File: config.mk
export PLATFORM = sky130hd
export DESIGN_NAME = proximity_alarm_beeper
export DESIGN_NICKNAME = d
export VERILOG_FILES = /design/src/design/pae_pkg.sv /design/src/design/pae_ctrl.sv /design/src/design/pae_dp.sv /design/src/design/proximity_alarm_beeper.sv
export SDC_FILE = /design/constraint.sdc
export NUM_CORES = 1
export LEC_CHECK = 0
export BUFFER_PORTS_ARGS = -buffer_cell sky130_fd_sc_hd__buf_2
export CELL_PAD_IN_SITES_DETAIL_PLACEMENT = 2
export CELL_PAD_IN_SITES_GLOBAL_PLACEMENT = 2
export CORE_MARGIN = 2
export CORE_UTILIZATION = 25
export DETAILED_ROUTE_END_ITERATION = 12
export MAX_ROUTING_LAYER = met4
export PLACE_DENSITY_LB_ADDON = 0.1
export SLEW_MARGIN = 15
export SYNTH_ARGS = -nofsm -noshare
export SYNTH_HDL_FRONTEND = slang
export SYNTH_HIERARCHICAL = 1
export SYNTH_SLANG_ARGS = --single-unit
File: constraint.sdc
create_clock -name clk -period 13.7 [get_ports clk]
set_input_delay 1.37 -clock clk [delete_from_list [all_inputs] [get_ports clk]]
set_output_delay 1.37 -clock clk [all_outputs]
set_load 0.05 [all_outputs]
File: src/design/pae_pkg.sv
// Shared constants and types for the proximity alarm beeper.
`timescale 1ns / 1ps
`default_nettype none

package pae_pkg;

  localparam int ADC_BITS   = 12;
  localparam int TIMER_BITS = 16;
  localparam int DIST_W     = 12;
  localparam int CAT_W      = 3;
  localparam int PHASE_W    = 2;
  localparam int GAP_W      = 16;
  localparam int SPEED_W    = 8;
  localparam int CFG_IDX_W  = 3;
  localparam int CFG_DATA_W = 16;

  localparam longint unsigned ADC_FULL    = (64'd1 << ADC_BITS) - 64'd1;
  localparam longint unsigned DIV_NUM_VAL = 64'd76800 * ADC_FULL;
  localparam int NUM_W  = $clog2(DIV_NUM_VAL + 64'd1);
  localparam int DEN_W  = ADC_BITS + 10;
  localparam int DSH_W  = DEN_W + DIST_W;
  localparam int CNT_W  = $clog2(DIST_W + 1);

  localparam logic [NUM_W-1:0] DIV_NUM  = NUM_W'(DIV_NUM_VAL);
  localparam logic [DEN_W-1:0] POS_MUL  = DEN_W'(660);
  localparam logic [DEN_W-1:0] DEN_NEG  = DEN_W'(64'd20 * ADC_FULL);
  localparam logic [CNT_W-1:0] CNT_INIT = CNT_W'(DIST_W);

  localparam int SPEED_SHIFT = 11;
  localparam int FAST_W = (DIST_W + SPEED_SHIFT > SPEED_W + TIMER_BITS) ?
                          DIST_W + SPEED_SHIFT : SPEED_W + TIMER_BITS;

  localparam logic [DIST_W-1:0] DIST_MIN  = DIST_W'(160);
  localparam logic [DIST_W-1:0] DIST_NEAR = DIST_W'(320);
  localparam logic [DIST_W-1:0] DIST_MID  = DIST_W'(480);
  localparam logic [DIST_W-1:0] DIST_FAR  = DIST_W'(800);
  localparam logic [DIST_W-1:0] DIST_MAX  = DIST_W'(1280);

  localparam logic [CAT_W-1:0] CAT_NONE = 3'd0;
  localparam logic [CAT_W-1:0] CAT_1    = 3'd1;
  localparam logic [CAT_W-1:0] CAT_2    = 3'd2;
  localparam logic [CAT_W-1:0] CAT_3    = 3'd3;
  localparam logic [CAT_W-1:0] CAT_4    = 3'd4;

  localparam logic [PHASE_W-1:0] PH_START = 2'd0;
  localparam logic [PHASE_W-1:0] PH_ON    = 2'd1;
  localparam logic [PHASE_W-1:0] PH_GAP   = 2'd2;

  localparam logic FUNC_SAMPLE = 1'b0;
  localparam logic FUNC_TICK   = 1'b1;

  localparam logic [CFG_IDX_W-1:0] REG_ON   = 3'd0;
  localparam logic [CFG_IDX_W-1:0] REG_GAP3 = 3'd1;
  localparam logic [CFG_IDX_W-1:0] REG_GAP2 = 3'd2;
  localparam logic [CFG_IDX_W-1:0] REG_GAP1 = 3'd3;
  localparam logic [CFG_IDX_W-1:0] REG_FAST = 3'd4;

  localparam logic [GAP_W-1:0]   RST_ON   = 16'd9828;
  localparam logic [GAP_W-1:0]   RST_GAP3 = 16'd6553;
  localparam logic [GAP_W-1:0]   RST_GAP2 = 16'd19660;
  localparam logic [GAP_W-1:0]   RST_GAP1 = 16'd32768;
  localparam logic [SPEED_W-1:0] RST_FAST = 8'd10;

  localparam int IN_RAW_W  = ADC_BITS + TIMER_BITS;
  localparam int IN_W      = ((IN_RAW_W + 7) / 8) * 8;
  localparam int OUT_RAW_W = 1 + CAT_W + DIST_W + 1;
  localparam int OUT_W     = ((OUT_RAW_W + 7) / 8) * 8;
  localparam int OUT_PAD   = OUT_W - OUT_RAW_W;

  typedef struct packed {
    logic load_in;
    logic div_start;
    logic div_step;
    logic sample_upd;
    logic tick_upd;
  } cmd_t;

  typedef struct packed {
    logic div_last;
  } stat_t;

endpackage

`default_nettype wire

File: src/design/pae_ctrl.sv
// Sequencing state machine of the proximity alarm beeper.
`timescale 1ns / 1ps
`default_nettype none

module pae_ctrl (
  input  wire logic          clk,
  input  wire logic          rst,
  input  wire logic          in_valid,
  input  wire logic          in_func,
  output logic               in_ready,
  output logic               out_valid,
  input  wire logic          out_ready,
  input  wire pae_pkg::stat_t stat,
  output pae_pkg::cmd_t      cmd
);

  localparam logic [2:0] S_IDLE     = 3'd0;
  localparam logic [2:0] S_DIV_INIT = 3'd1;
  localparam logic [2:0] S_DIV      = 3'd2;
  localparam logic [2:0] S_SAMPLE   = 3'd3;
  localparam logic [2:0] S_TICK     = 3'd4;

  logic [2:0] state;
  logic [2:0] state_next;
  logic       out_free;

  assign out_free = !out_valid || out_ready;
  assign in_ready = (state == S_IDLE);

  always_comb begin
    state_next = state;
    cmd        = '0;
    unique case (state)
      S_IDLE: begin
        if (in_valid) begin
          cmd.load_in = 1'b1;
          state_next  = (in_func == pae_pkg::FUNC_TICK) ? S_TICK : S_DIV_INIT;
        end
      end
      S_DIV_INIT: begin
        cmd.div_start = 1'b1;
        state_next    = S_DIV;
      end
      S_DIV: begin
        cmd.div_step = 1'b1;
        if (stat.div_last) begin
          state_next = S_SAMPLE;
        end
      end
      S_SAMPLE: begin
        if (out_free) begin
          cmd.sample_upd = 1'b1;
          state_next     = S_IDLE;
        end
      end
      S_TICK: begin
        if (out_free) begin
          cmd.tick_upd = 1'b1;
          state_next   = S_IDLE;
        end
      end
      default: state_next = S_IDLE;
    endcase
  end

  always_ff @(posedge clk) begin
    if (rst) begin
      state     <= S_IDLE;
      out_valid <= 1'b0;
    end else begin
      state <= state_next;
      if (cmd.sample_upd || cmd.tick_upd) begin
        out_valid <= 1'b1;
      end else if (out_ready) begin
        out_valid <= 1'b0;
      end
    end
  end

endmodule

`default_nettype wire

File: src/design/pae_dp.sv
// Datapath of the proximity alarm beeper: divider, speed test, cadence state.
`timescale 1ns / 1ps
`default_nettype none

module pae_dp (
  input  wire logic                                clk,
  input  wire logic                                rst,
  input  wire pae_pkg::cmd_t                       cmd,
  input  wire logic [pae_pkg::ADC_BITS-1:0]        in_adc,
  input  wire logic [pae_pkg::TIMER_BITS-1:0]      in_ts,
  input  wire logic                                cfg_we,
  input  wire logic [pae_pkg::CFG_IDX_W-1:0]       cfg_index,
  input  wire logic [pae_pkg::CFG_DATA_W-1:0]      cfg_data,
  output pae_pkg::stat_t                           stat,
  output logic [pae_pkg::OUT_W-1:0]                out_data
);

  logic [pae_pkg::GAP_W-1:0]   r_on;
  logic [pae_pkg::GAP_W-1:0]   r_gap3;
  logic [pae_pkg::GAP_W-1:0]   r_gap2;
  logic [pae_pkg::GAP_W-1:0]   r_gap1;
  logic [pae_pkg::SPEED_W-1:0] r_fast;

  logic [pae_pkg::ADC_BITS-1:0]   adc_r;
  logic [pae_pkg::TIMER_BITS-1:0] ts_r;

  logic [pae_pkg::DEN_W-1:0] pos;
  logic [pae_pkg::DEN_W-1:0] den;
  logic                      den_ok;
  logic                      den_pos;
  logic [pae_pkg::DSH_W-1:0] dsh;
  logic [pae_pkg::NUM_W-1:0] rem;
  logic [pae_pkg::CNT_W-1:0] cnt;
  logic [pae_pkg::DIST_W-1:0] quo;
  logic                      sat;
  logic                      ge;

  logic [pae_pkg::DIST_W-1:0]     prev_distance;
  logic [pae_pkg::TIMER_BITS-1:0] prev_time;
  logic [pae_pkg::CAT_W-1:0]      current_category;
  logic [pae_pkg::CAT_W-1:0]      last_seen_category;
  logic [pae_pkg::PHASE_W-1:0]    beep_phase;
  logic [pae_pkg::TIMER_BITS-1:0] phase_start_time;
  logic                           buzzer_level;
  logic                           fast_flag;

  logic [pae_pkg::DIST_W-1:0]     dist_calc;
  logic [pae_pkg::TIMER_BITS-1:0] delta;
  logic [pae_pkg::DIST_W:0]       diff;
  logic [pae_pkg::FAST_W-1:0]     lhs;
  logic [pae_pkg::FAST_W-1:0]     rhs;
  logic                           fast_calc;
  logic [pae_pkg::CAT_W-1:0]      cat_calc;

  logic [pae_pkg::TIMER_BITS-1:0] elapsed;
  logic [pae_pkg::PHASE_W-1:0]    ph;
  logic [pae_pkg::PHASE_W-1:0]    beep_phase_next;
  logic [pae_pkg::TIMER_BITS-1:0] phase_start_time_next;
  logic [pae_pkg::CAT_W-1:0]      last_seen_category_next;
  logic                           buzzer_level_next;
  logic [pae_pkg::GAP_W-1:0]      gap_sel;
  logic                           gap_valid;

  assign pos    = pae_pkg::POS_MUL * pae_pkg::DEN_W'(adc_r);
  assign den_ok = pos > pae_pkg::DEN_NEG;
  assign den    = pos - pae_pkg::DEN_NEG;
  assign ge     = {{(pae_pkg::DSH_W - pae_pkg::NUM_W){1'b0}}, rem} >= dsh;
  assign stat.div_last = (cnt == '0);

  always_comb begin
    if (!den_pos) begin
      dist_calc = '0;
    end else if (sat) begin
      dist_calc = '1;
    end else begin
      dist_calc = quo;
    end
  end

  always_comb begin
    delta     = ts_r - prev_time;
    diff      = {1'b0, prev_distance} - {1'b0, dist_calc};
    lhs       = pae_pkg::FAST_W'({diff[pae_pkg::DIST_W-1:0],
                                  {pae_pkg::SPEED_SHIFT{1'b0}}});
    rhs       = pae_pkg::FAST_W'(r_fast) * pae_pkg::FAST_W'(delta);
    fast_calc = (delta != '0) && !diff[pae_pkg::DIST_W] && (lhs > rhs);
    if (dist_calc < pae_pkg::DIST_MIN || dist_calc > pae_pkg::DIST_MAX) begin
      cat_calc = pae_pkg::CAT_NONE;
    end else if (dist_calc <= pae_pkg::DIST_NEAR) begin
      cat_calc = pae_pkg::CAT_4;
    end else if (dist_calc < pae_pkg::DIST_MID) begin
      cat_calc = fast_calc ? pae_pkg::CAT_4 : pae_pkg::CAT_3;
    end else if (dist_calc < pae_pkg::DIST_FAR) begin
      cat_calc = fast_calc ? pae_pkg::CAT_3 : pae_pkg::CAT_2;
    end else begin
      cat_calc = fast_calc ? pae_pkg::CAT_2 : pae_pkg::CAT_1;
    end
  end

  always_comb begin
    case (current_category)
      pae_pkg::CAT_3: begin
        gap_sel   = r_gap3;
        gap_valid = 1'b1;
      end
      pae_pkg::CAT_2: begin
        gap_sel   = r_gap2;
        gap_valid = 1'b1;
      end
      pae_pkg::CAT_1: begin
        gap_sel   = r_gap1;
        gap_valid = 1'b1;
      end
      default: begin
        gap_sel   = r_gap1;
        gap_valid = 1'b0;
      end
    endcase
  end

  always_comb begin
    elapsed                 = ts_r - phase_start_time;
    ph                      = beep_phase;
    beep_phase_next         = beep_phase;
    phase_start_time_next   = phase_start_time;
    last_seen_category_next = last_seen_category;
    buzzer_level_next       = buzzer_level;
    if (current_category == pae_pkg::CAT_NONE) begin
      buzzer_level_next = 1'b0;
      beep_phase_next   = pae_pkg::PH_START;
    end else begin
      if (current_category != last_seen_category) begin
        ph                      = pae_pkg::PH_START;
        beep_phase_next         = pae_pkg::PH_START;
        phase_start_time_next   = ts_r;
        last_seen_category_next = current_category;
      end
      case (ph)
        pae_pkg::PH_ON: begin
          if (elapsed >= r_on) begin
            if (current_category == pae_pkg::CAT_4) begin
              beep_phase_next = pae_pkg::PH_START;
            end else begin
              buzzer_level_next     = 1'b0;
              phase_start_time_next = ts_r;
              beep_phase_next       = pae_pkg::PH_GAP;
            end
          end
        end
        pae_pkg::PH_GAP: begin
          if (gap_valid && elapsed >= gap_sel) begin
            beep_phase_next = pae_pkg::PH_START;
          end
        end
        default: begin
          buzzer_level_next     = 1'b1;
          phase_start_time_next = ts_r;
          beep_phase_next       = pae_pkg::PH_ON;
        end
      endcase
    end
  end

  always_ff @(posedge clk) begin
    if (cmd.load_in) begin
      adc_r <= in_adc;
      ts_r  <= in_ts;
    end
    if (cmd.div_start) begin
      den_pos <= den_ok;
      dsh     <= {den, {pae_pkg::DIST_W{1'b0}}};
      rem     <= pae_pkg::DIV_NUM;
      cnt     <= pae_pkg::CNT_INIT;
      quo     <= '0;
      sat     <= 1'b0;
    end else if (cmd.div_step) begin
      if (ge) begin
        rem <= rem - dsh[pae_pkg::NUM_W-1:0];
      end
      if (cnt == pae_pkg::CNT_INIT) begin
        sat <= ge;
      end else begin
        quo <= {quo[pae_pkg::DIST_W-2:0], ge};
      end
      dsh <= dsh >> 1;
      cnt <= cnt - 1'b1;
    end
    if (cmd.sample_upd) begin
      out_data <= {{pae_pkg::OUT_PAD{1'b0}}, fast_calc, dist_calc, cat_calc, buzzer_level};
    end else if (cmd.tick_upd) begin
      out_data <= {{pae_pkg::OUT_PAD{1'b0}}, fast_flag, prev_distance, current_category,
                   buzzer_level_next};
    end
  end

  always_ff @(posedge clk) begin
    if (rst) begin
      r_on               <= pae_pkg::RST_ON;
      r_gap3             <= pae_pkg::RST_GAP3;
      r_gap2             <= pae_pkg::RST_GAP2;
      r_gap1             <= pae_pkg::RST_GAP1;
      r_fast             <= pae_pkg::RST_FAST;
      prev_distance      <= '0;
      prev_time          <= '0;
      current_category   <= pae_pkg::CAT_NONE;
      last_seen_category <= pae_pkg::CAT_NONE;
      beep_phase         <= pae_pkg::PH_START;
      phase_start_time   <= '0;
      buzzer_level       <= 1'b0;
      fast_flag          <= 1'b0;
    end else begin
      if (cfg_we) begin
        unique case (cfg_index)
          pae_pkg::REG_ON:   r_on   <= cfg_data;
          pae_pkg::REG_GAP3: r_gap3 <= cfg_data;
          pae_pkg::REG_GAP2: r_gap2 <= cfg_data;
          pae_pkg::REG_GAP1: r_gap1 <= cfg_data;
          pae_pkg::REG_FAST: r_fast <= cfg_data[pae_pkg::SPEED_W-1:0];
          default: ;
        endcase
      end
      if (cmd.sample_upd) begin
        prev_distance    <= dist_calc;
        prev_time        <= ts_r;
        fast_flag        <= fast_calc;
        current_category <= cat_calc;
      end
      if (cmd.tick_upd) begin
        beep_phase         <= beep_phase_next;
        phase_start_time   <= phase_start_time_next;
        last_seen_category <= last_seen_category_next;
        buzzer_level       <= buzzer_level_next;
      end
    end
  end

endmodule

`default_nettype wire

File: src/design/proximity_alarm_beeper.sv
// Top level of the proximity alarm beeper.
// Each input transaction yields exactly one output transaction. A tick item
// (tuser 1) runs the beep cadence. A sample item (tuser 0) is latched, then
// the divisor is formed, then the restoring divider takes 13 steps (one
// quotient bit per cycle, the first step detecting saturation at 4095),
// and at last state is updated and the output register loaded. The output
// register holds a result until taken; a new item is accepted once the
// previous one has been loaded there. The configuration channel is always
// ready; write it only while the block is idle.
`timescale 1ns / 1ps
`default_nettype none

module proximity_alarm_beeper (
  input  wire logic                           clk,
  input  wire logic                           rst,
  input  wire logic                           s_tvalid,
  output logic                                s_tready,
  input  wire logic [pae_pkg::IN_W-1:0]       s_tdata,   // adc_sample, timestamp
  input  wire logic                           s_tuser,   // func
  output logic                                m_tvalid,
  input  wire logic                           m_tready,
  output logic [pae_pkg::OUT_W-1:0]           m_tdata,   // buzzer level, category,
                                                         // distance_q4, approaching_fast
  input  wire logic                           cfg_valid,
  output logic                                cfg_ready,
  input  wire logic [pae_pkg::CFG_IDX_W-1:0]  cfg_index,
  input  wire logic [pae_pkg::CFG_DATA_W-1:0] cfg_data
);

  pae_pkg::cmd_t  cmd;
  pae_pkg::stat_t stat;

  assign cfg_ready = 1'b1;

  pae_ctrl u_ctrl (
    .clk       (clk),
    .rst       (rst),
    .in_valid  (s_tvalid),
    .in_func   (s_tuser),
    .in_ready  (s_tready),
    .out_valid (m_tvalid),
    .out_ready (m_tready),
    .stat      (stat),
    .cmd       (cmd)
  );

  pae_dp u_dp (
    .clk       (clk),
    .rst       (rst),
    .cmd       (cmd),
    .in_adc    (s_tdata[pae_pkg::ADC_BITS-1:0]),
    .in_ts     (s_tdata[pae_pkg::IN_RAW_W-1:pae_pkg::ADC_BITS]),
    .cfg_we    (cfg_valid && cfg_ready),
    .cfg_index (cfg_index),
    .cfg_data  (cfg_data),
    .stat      (stat),
    .out_data  (m_tdata)
  );

endmodule

`default_nettype wire

### Word-level counts from Yosys, hierarchy flattened

Index checks and enable logic that the tools add are counted.

* input bits: 57
* word-level logic and storage cells: 137
* register bits: 256
* output and inout port bits: 27

* add/sub/neg operators: 6
* $lt $le $gt $ge: 10
* reduce and logical (&&, ||, !) cells: 29
* multipliers: 2
* equality and inequality tests: 19
* mux-type cells: 44
* bitwise gates (word level): 2

Operators with widths (count)
* $mux 34: 2
* $pmux 16 s2: 2
* $mux 16: 3
* $ge 29x34->1: 1
* $mux 17: 2
* $ge 16x16->1: 2
* $sub 16x16->16: 2
* $sub 29x29->29: 1
* $mux 3: 9
* $gt 23x24->1: 1
* $mul 8x16->24: 1
* $mux 12: 2
* $gt 22x17->1 const B: 1
* $sub 22x17->22 const B: 1
* $mul 8x12->20 const A: 1
* $eq 3x2->1 const B: 6
* $reduce_and 2->1: 9
* $reduce_bool 16->1: 1
* $mux 1: 14
* $mux 2: 7
* $sub 12x12->13: 1
* $gt 12x11->1 const B: 1
* $le 12x9->1 const B: 1
* $lt 12x10->1 const B: 1
* 24 further kinds: 40

### Longest topological paths before layout

* word-level depth: 12
* depth in mapped cells: 39
* mapped depth without buffers: 39

### Cells and area by module

Netlist, hierarchy kept.

Modules (own cells, without submodules)
* pae_dp: cells each 2345, area each 20348.3 µm², times used 1, seq. area each 5725.5 µm²
* pae_ctrl: cells each 28, area each 235.2 µm², times used 1, seq. area each 80.1 µm²
* proximity_alarm_beeper: cells each 2, area each 11.3 µm², times used 1, seq. area each 0.0 µm²

### Worst setup path after synthesis

Ideal clock, no wire load.

* path kind: reg-to-reg
* start point: register u_dp/ts_r[0] (netlist bit)
* end point: register u_dp/current_category[0] (netlist bit)
* arrival time: 8.157 ns
* stages on the path, launching flop included: 37
* path slack: 5.482 ns
* clock period less this slack: 8.218 ns
* cells stage by stage: edfxtp_1 inv_1 ha_1 fa_1 nand2b_1 a21oi_1 o21a_1 nor2_1 xnor2_1 and2_1 fa_1 fa_1 fa_1 inv_1 fa_1 inv_1 ha_1 or3_1 o2111a_1 or4b_4 a31o_4 a21oi_2 o21bai_1 a21oi_2 xor2_1 ha_1 nand4_1 a21oi_1 nand4_1 nor4_1 nand3_1 o2111ai_1 nor3_4 o21ai_0 ha_1 a2111oi_0 a32o_1

* cells in the longest elaborated chain, start to end: 9
* elaborated cells on any way between the ends: 13
* classes of those cells: add/sub: 1; mul: 1; order compare: 1; mux: 7; reduce/logical: 3

RTL lines
* start: declaration: line pae_dp.sv:25 `logic [pae_pkg::TIMER_BITS-1:0] ts_r;`
* start signal: assignment: line pae_dp.sv:167 `ts_r <= in_ts;`
* $sub 16x16->16 (*): line pae_dp.sv:81 `delta = ts_r - prev_time;`
* $mul 8x16->24 / $reduce_bool 16->1 (equally long branches): line pae_dp.sv:85, pae_dp.sv:86
* $gt 23x24->1 / $logic_and 1x1->1 (equally long branches): line pae_dp.sv:86 `fast_calc = (delta != '0) && !diff[pae_pkg::DIST_W] && (lhs > rhs);`
* $logic_and 1x1->1 (*): line pae_dp.sv:86
* $mux 2 / $mux 1 (equally long branches): line pae_dp.sv:96, pae_dp.sv:94
* $mux 3: line pae_dp.sv:93 `end else if (dist_calc < pae_pkg::DIST_FAR) begin`
* $mux 3 (*): line pae_dp.sv:91 `end else if (dist_calc < pae_pkg::DIST_MID) begin`
* $mux 3 (*): line pae_dp.sv:89 `end else if (dist_calc <= pae_pkg::DIST_NEAR) begin`
* $mux 3 (*): line pae_dp.sv:87 `if (dist_calc < pae_pkg::DIST_MIN || dist_calc > pae_pkg::DIST_MAX) begin`
* end signal: assignment: line pae_dp.sv:205 `current_category <= pae_pkg::CAT_NONE;`
* end signal: assignment: line pae_dp.sv:226 `current_category <= cat_calc;`
* end: declaration: line pae_dp.sv:40 `logic [pae_pkg::CAT_W-1:0] current_category;`

Every way passes the cells marked *; elsewhere a longest branch is shown, timed or not.
A chain may end at the register's enable or synchronous reset.

### Worst setup path after layout

Same ends and word-level chain as after synthesis.

==> flow_metrics.py <==
metrics = {
    "pwr": {
        "power.total_mw": 3.19,
        "power.leakage_nw": 10.0,
        "clkPwrFrac_pct": 31.0,
        "powerDensity_mw_per_mm2": 136,
        "seqPwrFrac_pct": 26.6,
        "p_switching_mw": 1.23,
        "swShare_pct": 38.4,
        "combPwrFrac_pct": 42.5,
        "intPower_mw": 1.96,
        "ir_drop_mv": 0.0791,
    },
    "clock_network": {
        "clk_pin_slew_ps": 60,
        "cts_setup_buffers": 0,
        "cts_root_buffer": "clkbuf_16",
        "clk_latency_ps": 570,
        "cts_hold_buf": 0,
        "cts.sinks": 256,
        "cts_tree": "yes",
        "cts_buffer_depth": 3,
        "cts_max_level": 2,
        "cts_buffers": 37,
        "cts_resized": 0,
    },
    "finish": {
        "drive_gt1_share_pct": 8.18,
        "final_nets": 2805,
        "multi_input_area_mm2": 0.0135,
        "final-seq-area_mm2": 0.00581,
        "final_util_pct": 28.6,
        "area_growth_pct": 13.6,
        "fill_cells": 9254,
    },
    "route": {
        "drt_first_pass_iters": 5,
        "drc": 0,
        "routed_wl_um": 65100,
        "wl_per_cell_um": 18.4,
        "vias_per_cell": 4.78,
        "drt_iter0_drc": 391,
        "postRouteAntennaNets": 0,
        "vias": 16900,
    },
    "placement": {
        "portBuffers": 71,
        "hpwl_um": 50100,
        "gp_congestion": 0.774,
        "post-place-ws_ps": 3840,
    },
    "sta": {
        "fmax_mhz": 103,
        "worst_slack_ps": 3950,
        "setup-tns-final_ps": 0,
        "post-route-min-period_ps": 9750,
        "relSlewSlack_pct": 26.4,
        "hold_viol": 0,
        "drv_slew": 0,
        "tightest_slew_ps": 1100,
        "period_share_pct": 71.2,
        "setup_viol": 0,
        "finalClockSkew_ps": 40.4,
        "rsz0062_at_grt": "no",
    },
    "die": {
        "fp.coreArea_mm2": 0.0818,
        "dieArea_mm2": 0.0847,
        "die_h_um": 291,
        "rows": 105,
        "die_w_um": 291,
        "boundaryPins": 84,
        "initial_core_util_pct": 25.2,
    },
    "critical_path": {
        "cp_common_cell": "fa_1",
        "slowest_stage": "xnor2_1",
        "worstSetupStartpoint": "u_dp/ts_r[0]",
        "endpoint_kind": "register",
        "crit_path_start_kind": "register",
        "path_depth": 36,
        "cp.arrival_ps": 10230,
        "crit_path_end": "u_dp/current_category[0]",
        "cp_top_family": "adder cells",
        "r2r_start": "u_dp/ts_r[0]",
        "worst_r2r_path_depth": 36,
        "path_max_fanout": 10,
        "r2r_setup_slack_ps": 3950,
        "rr_endpoint": "u_dp/current_category[0]",
        "required_ps": 14170,
        "path_class": "reg -> reg",
        "cpPeakStageDelay_ps": 860,
        "crit_buf_inv": 3,
    },
    "grt": {
        "track_usage_pct": 16.0,
        "grt_max_degree": 77,
        "grt_pass1_vias": 19100,
        "antenna_found_initial": 8,
        "overflow": 0,
        "grt_pass1_wl_um": 106000,
    },
    "worst_hold_path": {
        "hold_path.class": "reg -> reg",
        "min-delay-start": "u_dp/r_on[3]",
    },
    "synthesis": {
        "ys_seq_area_share_pct": 28.2,
        "syn_area_mm2": 0.0206,
        "ys_types": 96,
        "ys_ff_latch": 256,
        "synthTopCellsByArea": "dfxtp_1 18%, ha_1 13%, fa_1 9.9%",
        "ys_async_sr_fraction_pct": 0,
        "yosysTopAreaCell": "dfxtp_1",
        "postSynthCellCount": 2375,
        "ys_warn_count": 6,
        "yosys_most_used_dff": "dfxtp_1",
        "synth_edf_count": 68,
        "synth_top_cell_area_share_pct": 18.3,
        "avgSynthCellArea_um2": 8.67,
    },
    "run_status": {
        "status": "finished clean",
    },
    "flow_run": {
        "max_cap_viol_count": 0,
    },
}
-- stage by stage --
step / instance area, um2 / instances / hold WS, ps
4_1_cts: 23400 / 3527 / 457
3_5_place_dp: 22100 / 3459 / 449
6_report: 23400 / 3534 / 455
3_3_place_gp: 22100 / 3459 / 442
5_1_grt: 23400 / 3532 / 470
2_1_floorplan: 20600 / 2381 / 436
-- power by group through the flow --
stage | combinational, mW | sequential, mW | clock (mW)
after floorplan | 1.01 | 0.855 | 0
after global placement | 1.35 | 0.864 | 0
after detailed placement | 1.38 | 0.865 | 0
after CTS | 1.40 | 0.850 | 1.04
after global routing | 1.56 | 0.854 | 1.07
final | 1.36 | 0.848 | 0.988
-- flip-flops by register name, indices dropped and copies added (netlist names), 3 cells and up --
name	count
u_dp/r_gap3	16
u_dp/out_data	17
u_dp/quo	12
u_ctrl/state	3
u_dp/phase_start_time	16
u_dp/dsh	34
u_dp/last_seen_category	3
u_dp/cnt	4
u_dp/r_on	16
u_dp/r_gap1	16
u_dp/r_gap2	16
u_dp/ts_r	16
u_dp/adc_r	12
u_dp/current_category	3
u_dp/rem	29
u_dp/prev_time	16
u_dp/r_fast	8
u_dp/prev_distance	12
-- cells by family after synthesis --
group           synth area share, %
buf+inv                        6.37
mux                            3.28
other cells                  0.0365
flops                          28.2
compound gates                 15.8
fa+ha+maj                      23.2
xor+xnor                       4.28
simple gates                   18.9
-- placed cells by master, fill, tap and decap left out, drive strengths merged, types with 19 or more instances in the layout --
cell and n:
xor2 41, and2 105, nand3 52, o211ai 20, ha 218, mux2i 63, nand2b 25, dfxtp 188
a21oi 167, edfxtp 68, nand2 273, buf 92, o21a 21, fa 102, nor2 171, nor2b 38
xnor2 58, a31oi 19, o21ai 96, nor3 39, clkbuf 56, inv 255, a21o 38
-- layout make-up --
type / count / share of cell area, %
antenna: 7 / 0.0749
clock inverter: 12 / 0.599
sequential: 256 / 24.8
multi-input combinational: 1785 / 57.8
timing repair buffer: 92 / 2.20
tap: 1070 / 5.72
inverter: 256 / 4.11
clock buffer: 56 / 4.70
-- worst min-delay path by stage --
stage / to / cells after the start
floorplan: u_dp/rem[13] / 2
global placement: u_dp/r_gap2[5] / 2
detailed placement: u_dp/r_on[3] / 2
CTS: u_dp/r_on[3] / 2
global route: u_dp/r_on[7] / 2
finish: u_dp/r_on[3] / 2
-- worst min-delay path: cells and delay by family (launching register included) --
family / cells / cell delay [ps]
AOI/OAI and AO/OA: 1 / 50
and+or+nand+nor: 1 / 50
DFF: 1 / 300
-- layer usage --
| metal | GRT usage (%) | up-vias | routed length [um] |
|---|---|---|---|
| met4 | 3.44 | 0 | 1180 |
| met2 | 28.0 | 133 | 32200 |
| met5 | - | - | 0 |
| li1 | - | 8232 | - |
| met1 | 19.4 | 8470 | 29700 |
| met3 | 2.42 | 67 | 1930 |
-- cell usage after synthesis (6+ instances only) --
| cell | n |
|---|---|
| or2_2 | 9 |
| a22o_1 | 17 |
| xnor2_1 | 57 |
| a21oi_1 | 163 |
| a31oi_1 | 17 |
| nor2_1 | 171 |
| nand3b_1 | 7 |
| nor3_1 | 36 |
| ha_1 | 218 |
| buf_1 | 11 |
| fa_1 | 102 |
| xor2_1 | 40 |
| nor2b_1 | 38 |
| edfxtp_1 | 68 |
| nand3_1 | 52 |
| o21a_1 | 21 |
| a21boi_0 | 6 |
| inv_1 | 254 |
| o21ai_1 | 10 |
| o2111ai_1 | 7 |
| nand2_1 | 273 |
| clkbuf_1 | 61 |
| a21o_1 | 38 |
| a211o_1 | 11 |
| o211ai_1 | 19 |
| and2_1 | 104 |
| a211oi_1 | 14 |
| o21ai_0 | 85 |
| o21bai_1 | 11 |
| nand4_1 | 18 |
| nand2b_1 | 25 |
| nor4_1 | 6 |
| mux2i_1 | 63 |
| buf_4 | 8 |
| and3_1 | 18 |
| dfxtp_1 | 188 |
Power figures use the tool's default switching activity.
